## src/rtl/htfr_pkg.sv

```systemverilog
// Shared types and constants for the header/tail frame receiver.
// No dependencies; imported by every module of the block.
package htfr_pkg;

    localparam int DEF_MAX_FRAME = 64;

    localparam int BYTE_W    = 8;
    localparam int CFG_IDX_W = 1;

    // Configuration register indexes
    localparam logic [CFG_IDX_W-1:0] CFG_START = 1'd0;
    localparam logic [CFG_IDX_W-1:0] CFG_END   = 1'd1;

    localparam logic [BYTE_W-1:0] START_RESET = 8'hFE;
    localparam logic [BYTE_W-1:0] END_RESET   = 8'hFD;

    // Controller to datapath
    typedef struct packed {
        logic open;   // header seen while hunting: restart the store
        logic store;  // byte inside a frame: append to the store
        logic drain;  // read the finished frame out
    } t_cmd;

    // Datapath to controller
    typedef struct packed {
        logic rx_is_start;
        logic rx_is_end;
        logic full_next;  // the byte being stored fills the last slot
        logic rd_done;    // the final read of the frame issues this cycle
    } t_sts;

endpackage

```

## src/rtl/htfr_ctrl.sv

```systemverilog
// Controller state machine of the frame receiver: hunt, collect, drain.
// Depends on htfr_pkg for the command and status structs.
module htfr_ctrl
    import htfr_pkg::*;
(
    input  logic i_clk,
    input  logic i_rst_n,
    input  logic i_in_valid,
    input  t_sts i_sts,
    output t_cmd o_cmd,
    output logic o_in_stall
);

    localparam logic [1:0] ST_HUNT  = 2'd0;
    localparam logic [1:0] ST_FRAME = 2'd1;
    localparam logic [1:0] ST_DRAIN = 2'd2;

    logic [1:0] r_state;
    logic [1:0] n_state;
    logic       accept;

    assign o_in_stall = (r_state == ST_DRAIN);
    assign accept     = i_in_valid && !o_in_stall;

    always_comb begin
        n_state     = r_state;
        o_cmd.open  = 1'b0;
        o_cmd.store = 1'b0;
        o_cmd.drain = 1'b0;
        unique case (r_state)
            ST_HUNT: begin
                if (accept && i_sts.rx_is_start) begin
                    o_cmd.open = 1'b1;
                    n_state    = ST_FRAME;
                end
            end
            ST_FRAME: begin
                if (accept) begin
                    o_cmd.store = 1'b1;
                    if (i_sts.rx_is_end) begin
                        n_state = ST_DRAIN;
                    end else if (i_sts.full_next) begin
                        // drop the frame silently
                        n_state = ST_HUNT;
                    end
                end
            end
            ST_DRAIN: begin
                o_cmd.drain = 1'b1;
                if (i_sts.rd_done) begin
                    n_state = ST_HUNT;
                end
            end
            default: begin
                n_state = ST_HUNT;
            end
        endcase
    end

    always_ff @(posedge i_clk) begin
        if (!i_rst_n) begin
            r_state <= ST_HUNT;
        end else begin
            r_state <= n_state;
        end
    end

endmodule

```

## src/rtl/htfr_dp.sv

```systemverilog
// Datapath of the frame receiver: config registers, frame store memory,
// fill count, read pointer and output register. Depends on htfr_pkg.
module htfr_dp
    import htfr_pkg::*;
#(
    parameter int MAX_FRAME = DEF_MAX_FRAME
) (
    input  logic                 i_clk,
    input  logic                 i_rst_n,
    input  logic                 i_cfg_valid,
    input  logic [CFG_IDX_W-1:0] i_cfg_index,
    input  logic [BYTE_W-1:0]    i_cfg_data,
    input  logic [BYTE_W-1:0]    i_rx_byte,
    input  t_cmd                 i_cmd,
    output t_sts                 o_sts,
    input  logic                 i_out_stall,
    output logic                 o_out_valid,
    output logic [BYTE_W-1:0]    o_out_byte,
    output logic                 o_is_code,
    output logic                 o_last
);

    localparam int AW = $clog2(MAX_FRAME);
    localparam int CW = $clog2(MAX_FRAME + 1);

    logic [BYTE_W-1:0] r_cfg_start;
    logic [BYTE_W-1:0] r_cfg_end;
    logic [CW-1:0]     r_fill;
    logic [AW-1:0]     r_rd_ptr;
    logic [AW-1:0]     r_last_addr;
    logic [BYTE_W-1:0] r_mem [MAX_FRAME];

    logic [BYTE_W-1:0] r_rd_data;
    logic              r_rd_code;
    logic              r_rd_last;
    logic              r_rd_vld;

    logic [BYTE_W-1:0] r_out_byte;
    logic              r_out_code;
    logic              r_out_last;
    logic              r_out_vld;

    logic rd_en;
    logic load_out;

    assign o_sts.rx_is_start = (i_rx_byte == r_cfg_start);
    assign o_sts.rx_is_end   = (i_rx_byte == r_cfg_end);
    assign o_sts.full_next   = (r_fill == CW'(MAX_FRAME - 1));
    assign o_sts.rd_done     = rd_en && (r_rd_ptr == r_last_addr);

    assign load_out = r_rd_vld && (!r_out_vld || !i_out_stall);
    assign rd_en    = i_cmd.drain && (!r_rd_vld || load_out);

    // configuration registers
    always_ff @(posedge i_clk) begin
        if (!i_rst_n) begin
            r_cfg_start <= START_RESET;
            r_cfg_end   <= END_RESET;
        end else if (i_cfg_valid) begin
            unique case (i_cfg_index)
                CFG_START: r_cfg_start <= i_cfg_data;
                CFG_END:   r_cfg_end   <= i_cfg_data;
                default: begin
                end
            endcase
        end
    end

    // frame store: one write and one registered read per cycle
    always_ff @(posedge i_clk) begin
        if (i_cmd.open) begin
            r_mem[0] <= i_rx_byte;
        end else if (i_cmd.store) begin
            r_mem[r_fill[AW-1:0]] <= i_rx_byte;
        end
        if (rd_en) begin
            r_rd_data <= r_mem[r_rd_ptr];
            r_rd_code <= (r_rd_ptr == AW'(1));
            r_rd_last <= (r_rd_ptr == r_last_addr);
        end
    end

    // fill count and read window
    always_ff @(posedge i_clk) begin
        if (!i_rst_n) begin
            r_fill <= '0;
        end else if (i_cmd.open) begin
            r_fill <= CW'(1);
        end else if (i_cmd.store) begin
            r_fill <= r_fill + CW'(1);
        end
    end

    always_ff @(posedge i_clk) begin
        if (i_cmd.store && o_sts.rx_is_end) begin
            // code sits at slot 1; payload runs up to the slot before the tail
            r_rd_ptr <= AW'(1);
            if (r_fill <= CW'(2)) begin
                r_last_addr <= AW'(1);
            end else begin
                r_last_addr <= r_fill[AW-1:0] - AW'(1);
            end
        end else if (rd_en) begin
            r_rd_ptr <= r_rd_ptr + AW'(1);
        end
    end

    always_ff @(posedge i_clk) begin
        if (!i_rst_n) begin
            r_rd_vld <= 1'b0;
        end else if (rd_en) begin
            r_rd_vld <= 1'b1;
        end else if (load_out) begin
            r_rd_vld <= 1'b0;
        end
    end

    // output register
    always_ff @(posedge i_clk) begin
        if (!i_rst_n) begin
            r_out_vld <= 1'b0;
        end else if (load_out) begin
            r_out_vld <= 1'b1;
        end else if (!i_out_stall) begin
            r_out_vld <= 1'b0;
        end
    end

    always_ff @(posedge i_clk) begin
        if (load_out) begin
            r_out_byte <= r_rd_data;
            r_out_code <= r_rd_code;
            r_out_last <= r_rd_last;
        end
    end

    assign o_out_valid = r_out_vld;
    assign o_out_byte  = r_out_byte;
    assign o_is_code   = r_out_code;
    assign o_last      = r_out_last;

endmodule

```

## src/rtl/header_tail_frame_receiver.sv

```systemverilog
// Top level of the header/tail frame receiver (receive-side deframer).
// Depends on htfr_pkg, htfr_ctrl and htfr_dp.
//
//  channel | direction | handshake                  | payload
//  --------+-----------+----------------------------+-------------------------------
//  in      | in        | i_in_valid / o_in_stall    | i_rx_byte
//  out     | out       | o_out_valid / i_out_stall  | o_out_byte, o_is_code, o_last
//  cfg     | in        | i_cfg_valid / o_cfg_ready  | i_cfg_index, i_cfg_data
//
// One received byte is taken per cycle while hunting or collecting a frame.
// On a tail byte the input stalls while the frame store is read out: the single
// memory read port sets the pace, and any stall on the output side adds to it.
// Results leave through an output register fed by a registered memory read,
// so the next frame's bytes are taken while the final result still waits.
// Reset is synchronous and clears control state and the config registers;
// the frame store is not cleared, since only slots written in the current
// frame are ever read.
module header_tail_frame_receiver
    import htfr_pkg::*;
#(
    parameter int MAX_FRAME = DEF_MAX_FRAME
) (
    input  logic                 i_clk,
    input  logic                 i_rst_n,
    // received bytes
    input  logic                 i_in_valid,
    output logic                 o_in_stall,
    input  logic [BYTE_W-1:0]    i_rx_byte,
    // frame results
    output logic                 o_out_valid,
    input  logic                 i_out_stall,
    output logic [BYTE_W-1:0]    o_out_byte,
    output logic                 o_is_code,
    output logic                 o_last,
    // configuration writes
    input  logic                 i_cfg_valid,
    output logic                 o_cfg_ready,
    input  logic [CFG_IDX_W-1:0] i_cfg_index,
    input  logic [BYTE_W-1:0]    i_cfg_data
);

    t_cmd cmd;
    t_sts sts;

    // config registers take a write in any cycle
    assign o_cfg_ready = 1'b1;

    htfr_ctrl u_ctrl (
        .i_clk      (i_clk),
        .i_rst_n    (i_rst_n),
        .i_in_valid (i_in_valid),
        .i_sts      (sts),
        .o_cmd      (cmd),
        .o_in_stall (o_in_stall)
    );

    htfr_dp #(
        .MAX_FRAME (MAX_FRAME)
    ) u_dp (
        .i_clk       (i_clk),
        .i_rst_n     (i_rst_n),
        .i_cfg_valid (i_cfg_valid),
        .i_cfg_index (i_cfg_index),
        .i_cfg_data  (i_cfg_data),
        .i_rx_byte   (i_rx_byte),
        .i_cmd       (cmd),
        .o_sts       (sts),
        .i_out_stall (i_out_stall),
        .o_out_valid (o_out_valid),
        .o_out_byte  (o_out_byte),
        .o_is_code   (o_is_code),
        .o_last      (o_last)
    );

endmodule

```

## config.mk

```make
export PLATFORM = sky130hd
export DESIGN_NAME = header_tail_frame_receiver
export DESIGN_NICKNAME = d
export VERILOG_FILES = /design/src/rtl/htfr_pkg.sv /design/src/rtl/htfr_ctrl.sv /design/src/rtl/htfr_dp.sv /design/src/rtl/header_tail_frame_receiver.sv
export SDC_FILE = /design/constraint.sdc
export NUM_CORES = 1
export LEC_CHECK = 0
export ABC_AREA = 1
export BUFFER_PORTS_ARGS = -buffer_cell sky130_fd_sc_hd__buf_2
export CAP_MARGIN = 0
export CORE_AREA = 5 5 309 311
export CTS_CLUSTER_DIAMETER = 40
export DETAILED_ROUTE_END_ITERATION = 10
export DIE_AREA = 0 0 314 316
export HOLD_SLACK_MARGIN = 0.12
export PLACE_DENSITY = 0.49
export SYNTH_ARGS = -nofsm -noshare
export SYNTH_HDL_FRONTEND = slang
export SYNTH_HIERARCHICAL = 1
export SYNTH_SLANG_ARGS = --single-unit
```

## constraint.sdc

```tcl
create_clock -name i_clk -period 5.9 [get_ports i_clk]
set_input_delay 0.885 -clock i_clk [delete_from_list [all_inputs] [get_ports i_clk]]
set_output_delay 0.885 -clock i_clk [all_outputs]
set_load 0.01 [all_outputs]
```

### Word level (Yosys, flattened, before mapping)

Memory sizes are Yosys's and may differ from the RTL's. A register that Yosys moved wholly into a read port is not among the register bits.
Cells that the tools add are included.

* output and inout port bits: 13
* logic and storage cells: 78
* memory bits (writable): 512
* register bits after elaboration: 51
* memories: 1
* bits of input ports: 22

Memories
* u_dp.r_mem: depth 64, bits a word 8, rd ports 1, clocked after Yosys merged registers in 1, write ports 1, line htfr_dp.sv:31 `logic [BYTE_W-1:0] r_mem [MAX_FRAME];`

* bitwise gates (word level): 2
* muxes and demuxes: 25
* eq/ne operators: 12
* $add $sub $neg: 3
* magnitude comparators: 1
* reductions and logical operators: 20

Operators by type and width (number)
* $mux 1: 17
* $eq 8x8->1: 2
* $mux 2: 5
* $mux 8: 1
* $reduce_or 8->1: 1
* $add 7x1->7 const B: 1
* $eq 7x6->1 const B: 1
* $le 7x2->1 const B: 1
* $add 6x1->6 const B: 1
* $eq 6x1->1 const B: 1
* $eq 6x6->1: 1
* $logic_and 1x1->1: 6
* $mux 6: 1
* $ne 2x1->1 const B: 3
* $pmux 2 s3: 1
* $sub 6x1->6 const B: 1
* $logic_not 1->1: 4
* $reduce_and 2->1: 2
* $reduce_and 4->1: 1
* $reduce_bool 2->1: 2
* $ne 3x2->1 const B: 1
* $eq 2x1->1 const B: 1
* $eq 2x2->1 const B: 1
* $logic_not 2->1: 1
* 4 further kinds: 6

### Logic depth before layout (Yosys ltp)

Gate-level depths: netlist (run 1).

* depth in word-level cells: 10
* gate-level depth with buffers: 15
* depth with buffers taken out: 12

### Cells and area by module

The synthesis (run 1) kept the hierarchy.

Modules (own cells, without submodules)
* htfr_dp: times used 1, area an instance 24484.7 µm², sequential area each 16776.1 µm², cells each 2331
* htfr_ctrl: times used 1, area an instance 165.2 µm², sequential area each 40.0 µm², cells each 30
* header_tail_frame_receiver: times used 1, area an instance 11.3 µm², sequential area each 0.0 µm², cells each 2

### Worst setup path after synthesis (run 1)

Ideal clock, no wire load.

* path kind: input -> register
* start point: input i_rx_byte[1]
* end point: memory u_dp.r_mem[6][0] (enable)
* stages: 9
* data required time: 5.505 ns
* slack: 2.914 ns
* setup time: 0.395 ns
* buffers on the path: 0
* data arrival time: 2.592 ns
* cell sequence: inv_1 > or2_2 > nand4_1 > nor4_1 > nand2_1 > nor3_1 > nor2_1 > inv_1 > nor4_1

RTL lines
* from (decl): line header_tail_frame_receiver.sv:28 `input logic [BYTE_W-1:0] i_rx_byte,`
* to (decl): line htfr_dp.sv:31

==> results.sh, run 1 <==
export IMPL_clockRootBuffer="clkbuf_16"
export IMPL_gp_congestion=0.832
export IMPL_grt_pass1_vias=16435
export IMPL_drcViolationCount=0
export IMPL_io_pins=35
export IMPL_stdcell_area_sq_um=29200
export IMPL_worst_path_buf_inv=3
export IMPL_syn2layout_area_growth_pct=18.5
export IMPL_hpwl_microns=42900
export IMPL_setup_viol_count_final=0
export IMPL_postSynthAreaPerCell_sq_um=10.4
export IMPL_synth_area_sq_um=24700
export IMPL_synth_edf_count=538
export IMPL_slowest_stage="nor2_1"
export IMPL_finalHoldViolCount=0
export IMPL_num_fill_cells=9477
export IMPL_crit_top_cell="nor2_1"
export IMPL_nNetsFinal=2435
export IMPL_drt_vias_per_instance=4.52
export IMPL_endpoint_kind="flip-flop"
export IMPL_die_w_microns=314
export IMPL_cts_sinks=571
export IMPL_drtPass1Iterations=6
export IMPL_whs_ns=0.414
export IMPL_skew_ns=0.0318
export IMPL_synth_seq_cells=571
export IMPL_relSlewSlack_pct=17.2
export IMPL_async_flop_share_pct=0
export IMPL_dp_cells=3506
export IMPL_path_class="in2reg"
export IMPL_worst_pin_slew_ns=1.24
export IMPL_power_mw=13.0
export IMPL_grt_max_degree=200
export IMPL_yosysMostFrequentCell="nand2_1"
export IMPL_drv_slew=0
export IMPL_ys_warnings_count=6
export IMPL_postCtsSetupBuffers=0
export IMPL_status="completed"
export IMPL_clk_pin_slew_ns=0.05
export IMPL_p_leak_nw=11.5
export IMPL_crit_arrival_ns=4.03
export IMPL_initial_core_util_pct=26.7
export IMPL_period_needed_ns=3.76
export IMPL_synth_area_leaders="edfxtp_1 (66%), nand2_1 (11%), nand3_1 (4.8%), inv_1 (4.1%), nor2_1 (3.4%)"
export IMPL_cts_tree="built"
export IMPL_post_cts_resized=0
export IMPL_antenna_found_initial=3
export IMPL_synth_top_cell_by_area="edfxtp_1"
export IMPL_start_kind="input port"
export IMPL_gr_usage_all_layers_pct=14.2
export IMPL_clock_path_buffers=3
export IMPL_regArea_sq_um=16800
export IMPL_fin_cells=3687
export IMPL_synthCells=2363
export IMPL_hold_path_class="reg2reg"
export IMPL_grt_ovfl_total=0
export IMPL_insertion_delay_ns=0.65
export IMPL_cts_hold_fix_buffers=0
export IMPL_grt_pass1_wl_microns=106000
export IMPL_crit_required_ns=6.17
export IMPL_synthFlopType="edfxtp_1"
export IMPL_multi_input_area_sq_um=6040
export IMPL_cap_violations=0
export IMPL_vias=16652
export IMPL_first_iter_violations=1362
export IMPL_cp_slowest_stage_delay_ns=0.85
export IMPL_ir_drop_mv=0.405
export IMPL_power_density_nw_per_um2=445
export IMPL_routedWlPerCell_microns=19.3
export IMPL_wl_microns=71300
export IMPL_htree_num_levels=3
export IMPL_drive_gt1_share_pct=9.60
export IMPL_synth_cell_types=35
export IMPL_synth_top_cell_area_share_pct=65.5
export IMPL_antenna_cells=0
export IMPL_crit_family="simple AND/OR/NAND/NOR gates"
export IMPL_core_sq_um=92500
export IMPL_synth_nets=2390
export IMPL_postRouteAntennaNets=0
export IMPL_cts_buffers=97
export IMPL_ys_seq_area_share_pct=68.2
export IMPL_rows=112
export IMPL_yosys_top_cells_count="nand2_1 (742), edfxtp_1 (538), inv_1 (267)"
export IMPL_rrSetupSlack_ns=2.44
export IMPL_tns_ns=0
export IMPL_die_area_sq_um=99200
export IMPL_portBuffers=33
export IMPL_critPathMaxFanout=8
export IMPL_placed_cell_area_sq_um=25800
export IMPL_path_cells="buf_2 > inv_1 > or2_2 > nand4_1 > nor4_1 > nand2_1 > nor3_1 > nor2_1 > inv_1 > nor2_1 > nand3_1 > nor2_1"
export IMPL_die_h_microns=316
export IMPL_fmax_mhz=266
export IMPL_rsz0062_at_grt="no"
export IMPL_fin_crit_sh_pct=63.7
kinds of logic after synthesis:
kind of cell | Yosys count | synth area share (%)
xor+xnor | 20 | 0.710
simple gates | 1233 | 20.2
fa+ha+maj | 5 | 0.254
compound gates | 150 | 3.27
flops | 571 | 68.2
other cells | 1 | 0.0152
buf+inv | 383 | 7.33
stage by stage:
step           util (%)  worst slack, ns
6_report           31.6             2.14
5_1_grt            31.6             1.94
4_1_cts            31.6             2.14
3_5_place_dp       27.9             1.46
3_3_place_gp       27.9             1.55
2_1_floorplan         -             2.91
worst paths after layout:
kind | depth (start not counted) | end | start
max reg2reg | 10 | u_dp/r_mem[53][3]$_DFFE_PP_ | u_dp/r_cfg_start[1]$_SDFFE_PN1P_
min | 0 | u_dp/o_out_byte[6]$_DFFE_PP_ | u_dp/r_rd_data[6]$_DFFE_PP_
max | 12 | u_dp/r_mem[53][3]$_DFFE_PP_ | i_rx_byte[1]
min reg2reg | 0 | u_dp/o_out_byte[6]$_DFFE_PP_ | u_dp/r_rd_data[6]$_DFFE_PP_
final cells by class:
class / count / share of cell area [%]
clock buffers: 105 / 8.55
clock inverters: 76 / 3.28
inverters: 271 / 3.52
multi-input cells: 1409 / 20.7
flip-flops and latches: 571 / 57.6
well taps: 1197 / 5.13
repair buffers: 58 / 1.29
power by group:
part / switching (mW) / internal (mW) / leakage [nW] / total, mW
Sequential: 0.130 / 4.48 / 5.11 / 4.61
Clock: 2.07 / 3.82 / 1.66 / 5.89
Combinational: 1.84 / 0.654 / 4.70 / 2.49
Total: 4.04 / 8.95 / 11.5 / 13.0
sequential cells by signal, summed over array words and instances, names as in the netlist:
signal	count
u_dp/r_fill	7
u_dp/r_cfg_start	8
u_dp/r_last_addr	6
u_dp/r_rd_last	1
u_dp/r_rd_data	8
u_dp/r_rd_vld	1
u_dp/o_out_byte	8
u_ctrl/r_state	2
u_dp/r_rd_ptr	6
u_dp/r_mem	512
u_dp/o_last	1
u_dp/r_rd_code	1
u_dp/r_cfg_end	8
u_dp/o_is_code	1
u_dp/o_out_valid	1
placed cells by master, fill, tap and decap left out, types with 2 or more instances in the layout:
| master | count |
|---|---|
| o211ai_1 | 15 |
| edfxtp_1 | 538 |
| nor2_1 | 226 |
| or2_2 | 6 |
| inv_1 | 266 |
| inv_8 | 7 |
| o21ai_0 | 87 |
| clkinvlp_4 | 11 |
| nand3_1 | 238 |
| inv_2 | 2 |
| o2111ai_1 | 2 |
| nand4_1 | 4 |
| ha_1 | 5 |
| clkbuf_16 | 99 |
| clkinv_4 | 9 |
| buf_4 | 23 |
| dfxtp_4 | 2 |
| xor2_1 | 9 |
| inv_6 | 11 |
| nor4_1 | 3 |
| nor3_1 | 8 |
| clkinv_1 | 11 |
| clkbuf_1 | 6 |
| buf_2 | 33 |
| buf_12 | 2 |
| clkinv_2 | 10 |
| dfxtp_1 | 31 |
| bufinv_16 | 16 |
| o21ai_1 | 15 |
| xnor2_1 | 11 |
| nand2_1 | 742 |
| a21oi_1 | 29 |
per-layer routing:
| layer | vias up | GRT usage (%) | routed length, microns |
|---|---|---|---|
| met3 | 117 | 2.94 | 4940 |
| met1 | 8071 | 20.0 | 32100 |
| met2 | 564 | 22.2 | 32200 |
| li1 | 7900 | - | - |
| met4 | 0 | 4.63 | 2020 |
| met5 | - | 0 | 0 |
Note: power is estimated with default switching activity, not from simulation.
==> run 2: changes to the inputs <==
==> constraint.sdc (replaced) <==
create_clock -name i_clk -period 3.8 [get_ports i_clk]
set_input_delay 0.57 -clock i_clk [delete_from_list [all_inputs] [get_ports i_clk]]
set_output_delay 0.57 -clock i_clk [all_outputs]
set_load 0.01 [all_outputs]
==> results.sh, run 2 (same netlist as run 1, synthesis figures left out) <==
export IMPL_power_density_nw_per_um2=667
export IMPL_drtPass1Iterations=6
export IMPL_portBuffers=33
export IMPL_htree_num_levels=3
export IMPL_relSlewSlack_pct=32.3
export IMPL_finalHoldViolCount=0
export IMPL_cts_tree="built"
export IMPL_num_fill_cells=9389
export IMPL_fmax_mhz=359
export IMPL_layout_common_cells="nand2_1 (742), edfxtp_1 (538), inv_1 (266)"
export IMPL_drv_slew=0
export IMPL_cts_buffers=96
export IMPL_tns_ns=0
export IMPL_crit_required_ns=4.17
export IMPL_drcViolationCount=0
export IMPL_status="completed"
export IMPL_initial_core_util_pct=26.7
export IMPL_multi_input_area_sq_um=6040
export IMPL_crit_arrival_ns=3.15
export IMPL_pre_cts_slack_ns=0.487
export IMPL_wl_microns=71200
export IMPL_drive_gt1_share_pct=12.1
export IMPL_gp_congestion=0.844
export IMPL_grt_max_degree=148
export IMPL_clk_pin_slew_ns=0.05
export IMPL_setup_slack_ns=1.02
export IMPL_die_area_sq_um=99200
export IMPL_whs_path_depth=3
export IMPL_path_class="reg2reg"
export IMPL_rows=112
export IMPL_rrSetupSlack_ns=1.02
export IMPL_period_needed_ns=2.78
export IMPL_vias=16783
export IMPL_postRouteAntennaNets=0
export IMPL_io_pins=35
export IMPL_insertion_delay_ns=0.65
export IMPL_die_h_microns=316
export IMPL_setup_viol_count_final=0
export IMPL_drt_vias_per_instance=4.46
export IMPL_r2r_cells=9
export IMPL_grt_pass1_vias=16702
export IMPL_start_kind="flip-flop"
export IMPL_rsz0062_at_grt="no"
export IMPL_regArea_sq_um=16800
export IMPL_worst_pin_slew_ns=1.01
export IMPL_skew_ns=0.0207
export IMPL_gr_usage_all_layers_pct=14.2
export IMPL_cts_sinks=571
export IMPL_whs_ns=0.170
export IMPL_clockRootBuffer="clkbuf_16"
export IMPL_fin_crit_sh_pct=73.3
export IMPL_post_cts_resized=0
export IMPL_antenna_found_initial=4
export IMPL_layout_commonest_cell="nand2_1"
export IMPL_ir_drop_mv=0.411
export IMPL_grt_ovfl_total=0
export IMPL_syn2layout_area_growth_pct=20.5
export IMPL_grt_pass1_wl_microns=106000
export IMPL_routedWlPerCell_microns=18.9
export IMPL_critPathMaxFanout=66
export IMPL_top_register="u_dp/r_mem"
export IMPL_largest_reg_flops=512
export IMPL_die_w_microns=314
export IMPL_hold_path_class="in2reg"
export IMPL_p_leak_nw=11.8
export IMPL_nNetsFinal=2516
export IMPL_clock_path_buffers=3
export IMPL_core_sq_um=92500
export IMPL_first_iter_violations=1530
export IMPL_hpwl_microns=43400
export IMPL_endpoint_kind="flip-flop"
export IMPL_cap_violations=0
run 2: critical path, stage by stage, from the launching register on:
cell     delay (ns)
dfxtp_4        0.50
inv_4          0.69
buf_4          0.29
nor2_1         0.05
o21ai_0        0.12
nand3_1        0.14
nand3_1        0.18
nand2_1        0.18
nand3_1        0.16
nand2_1        0.12
run 2: per-stage QoR:
stage               power (mW)  instance area (sq um)  utilization, %  instances
floorplan                 10.1                  24700               -       2363
global placement          11.3                  26400            28.6       3585
detailed placement        11.3                  26400            28.6       3585
CTS                       20.0                  29700            32.1       3766
global route              20.7                  29700            32.1       3766
finish                    19.8                  29700            32.1       3767
run 2: path summary, 6_finish.rpt:
path	start	to
worst min register to register	u_dp/r_rd_data[4]$_DFFE_PP_	u_dp/o_out_byte[4]$_DFFE_PP_
worst min-delay path	i_cfg_data[1]	u_dp/r_cfg_start[1]$_SDFFE_PN1P_
worst max register to register	u_dp/r_rd_ptr[1]$_SDFFE_PP0P_	u_dp/r_rd_data[2]$_DFFE_PP_
worst max-delay path	u_dp/r_rd_ptr[1]$_SDFFE_PP0P_	u_dp/r_rd_data[2]$_DFFE_PP_
run 2: power breakdown:
part	internal, mW	switching, mW	leakage [nW]	total, mW
combinational	1.09	2.99	5.14	4.08
sequential	6.96	0.104	5.11	7.07
clock	5.49	3.18	1.58	8.67
run 2: repair_timing:
item	in CTS	in global routing
endpoints found under the hold margin	3	0
setup buffers	0	0
hold buffers	3	0
run 2: cell type report:
type                            count  share of cell area [%]
Inverter                          271                    3.46
Tap cell                         1197                    5.04
Antenna cell                        1                 0.00842
Multi-Input combinational cell   1409                    20.3
Clock inverter                     74                    2.77
Timing Repair Buffer              140                    3.54
Sequential cell                   571                    56.6
Clock buffer                      104                    8.26
run 2: per-layer routing:
metal / up-vias / global-route usage, % / part of all wire (%)
met1: 8092 / 19.9 / 46
li1: 8064 / - / -
met2: 516 / 22.8 / 45
met4: 0 / 4.10 / 2.4
met3: 111 / 2.35 / 5.9
met5: - / 0 / 0
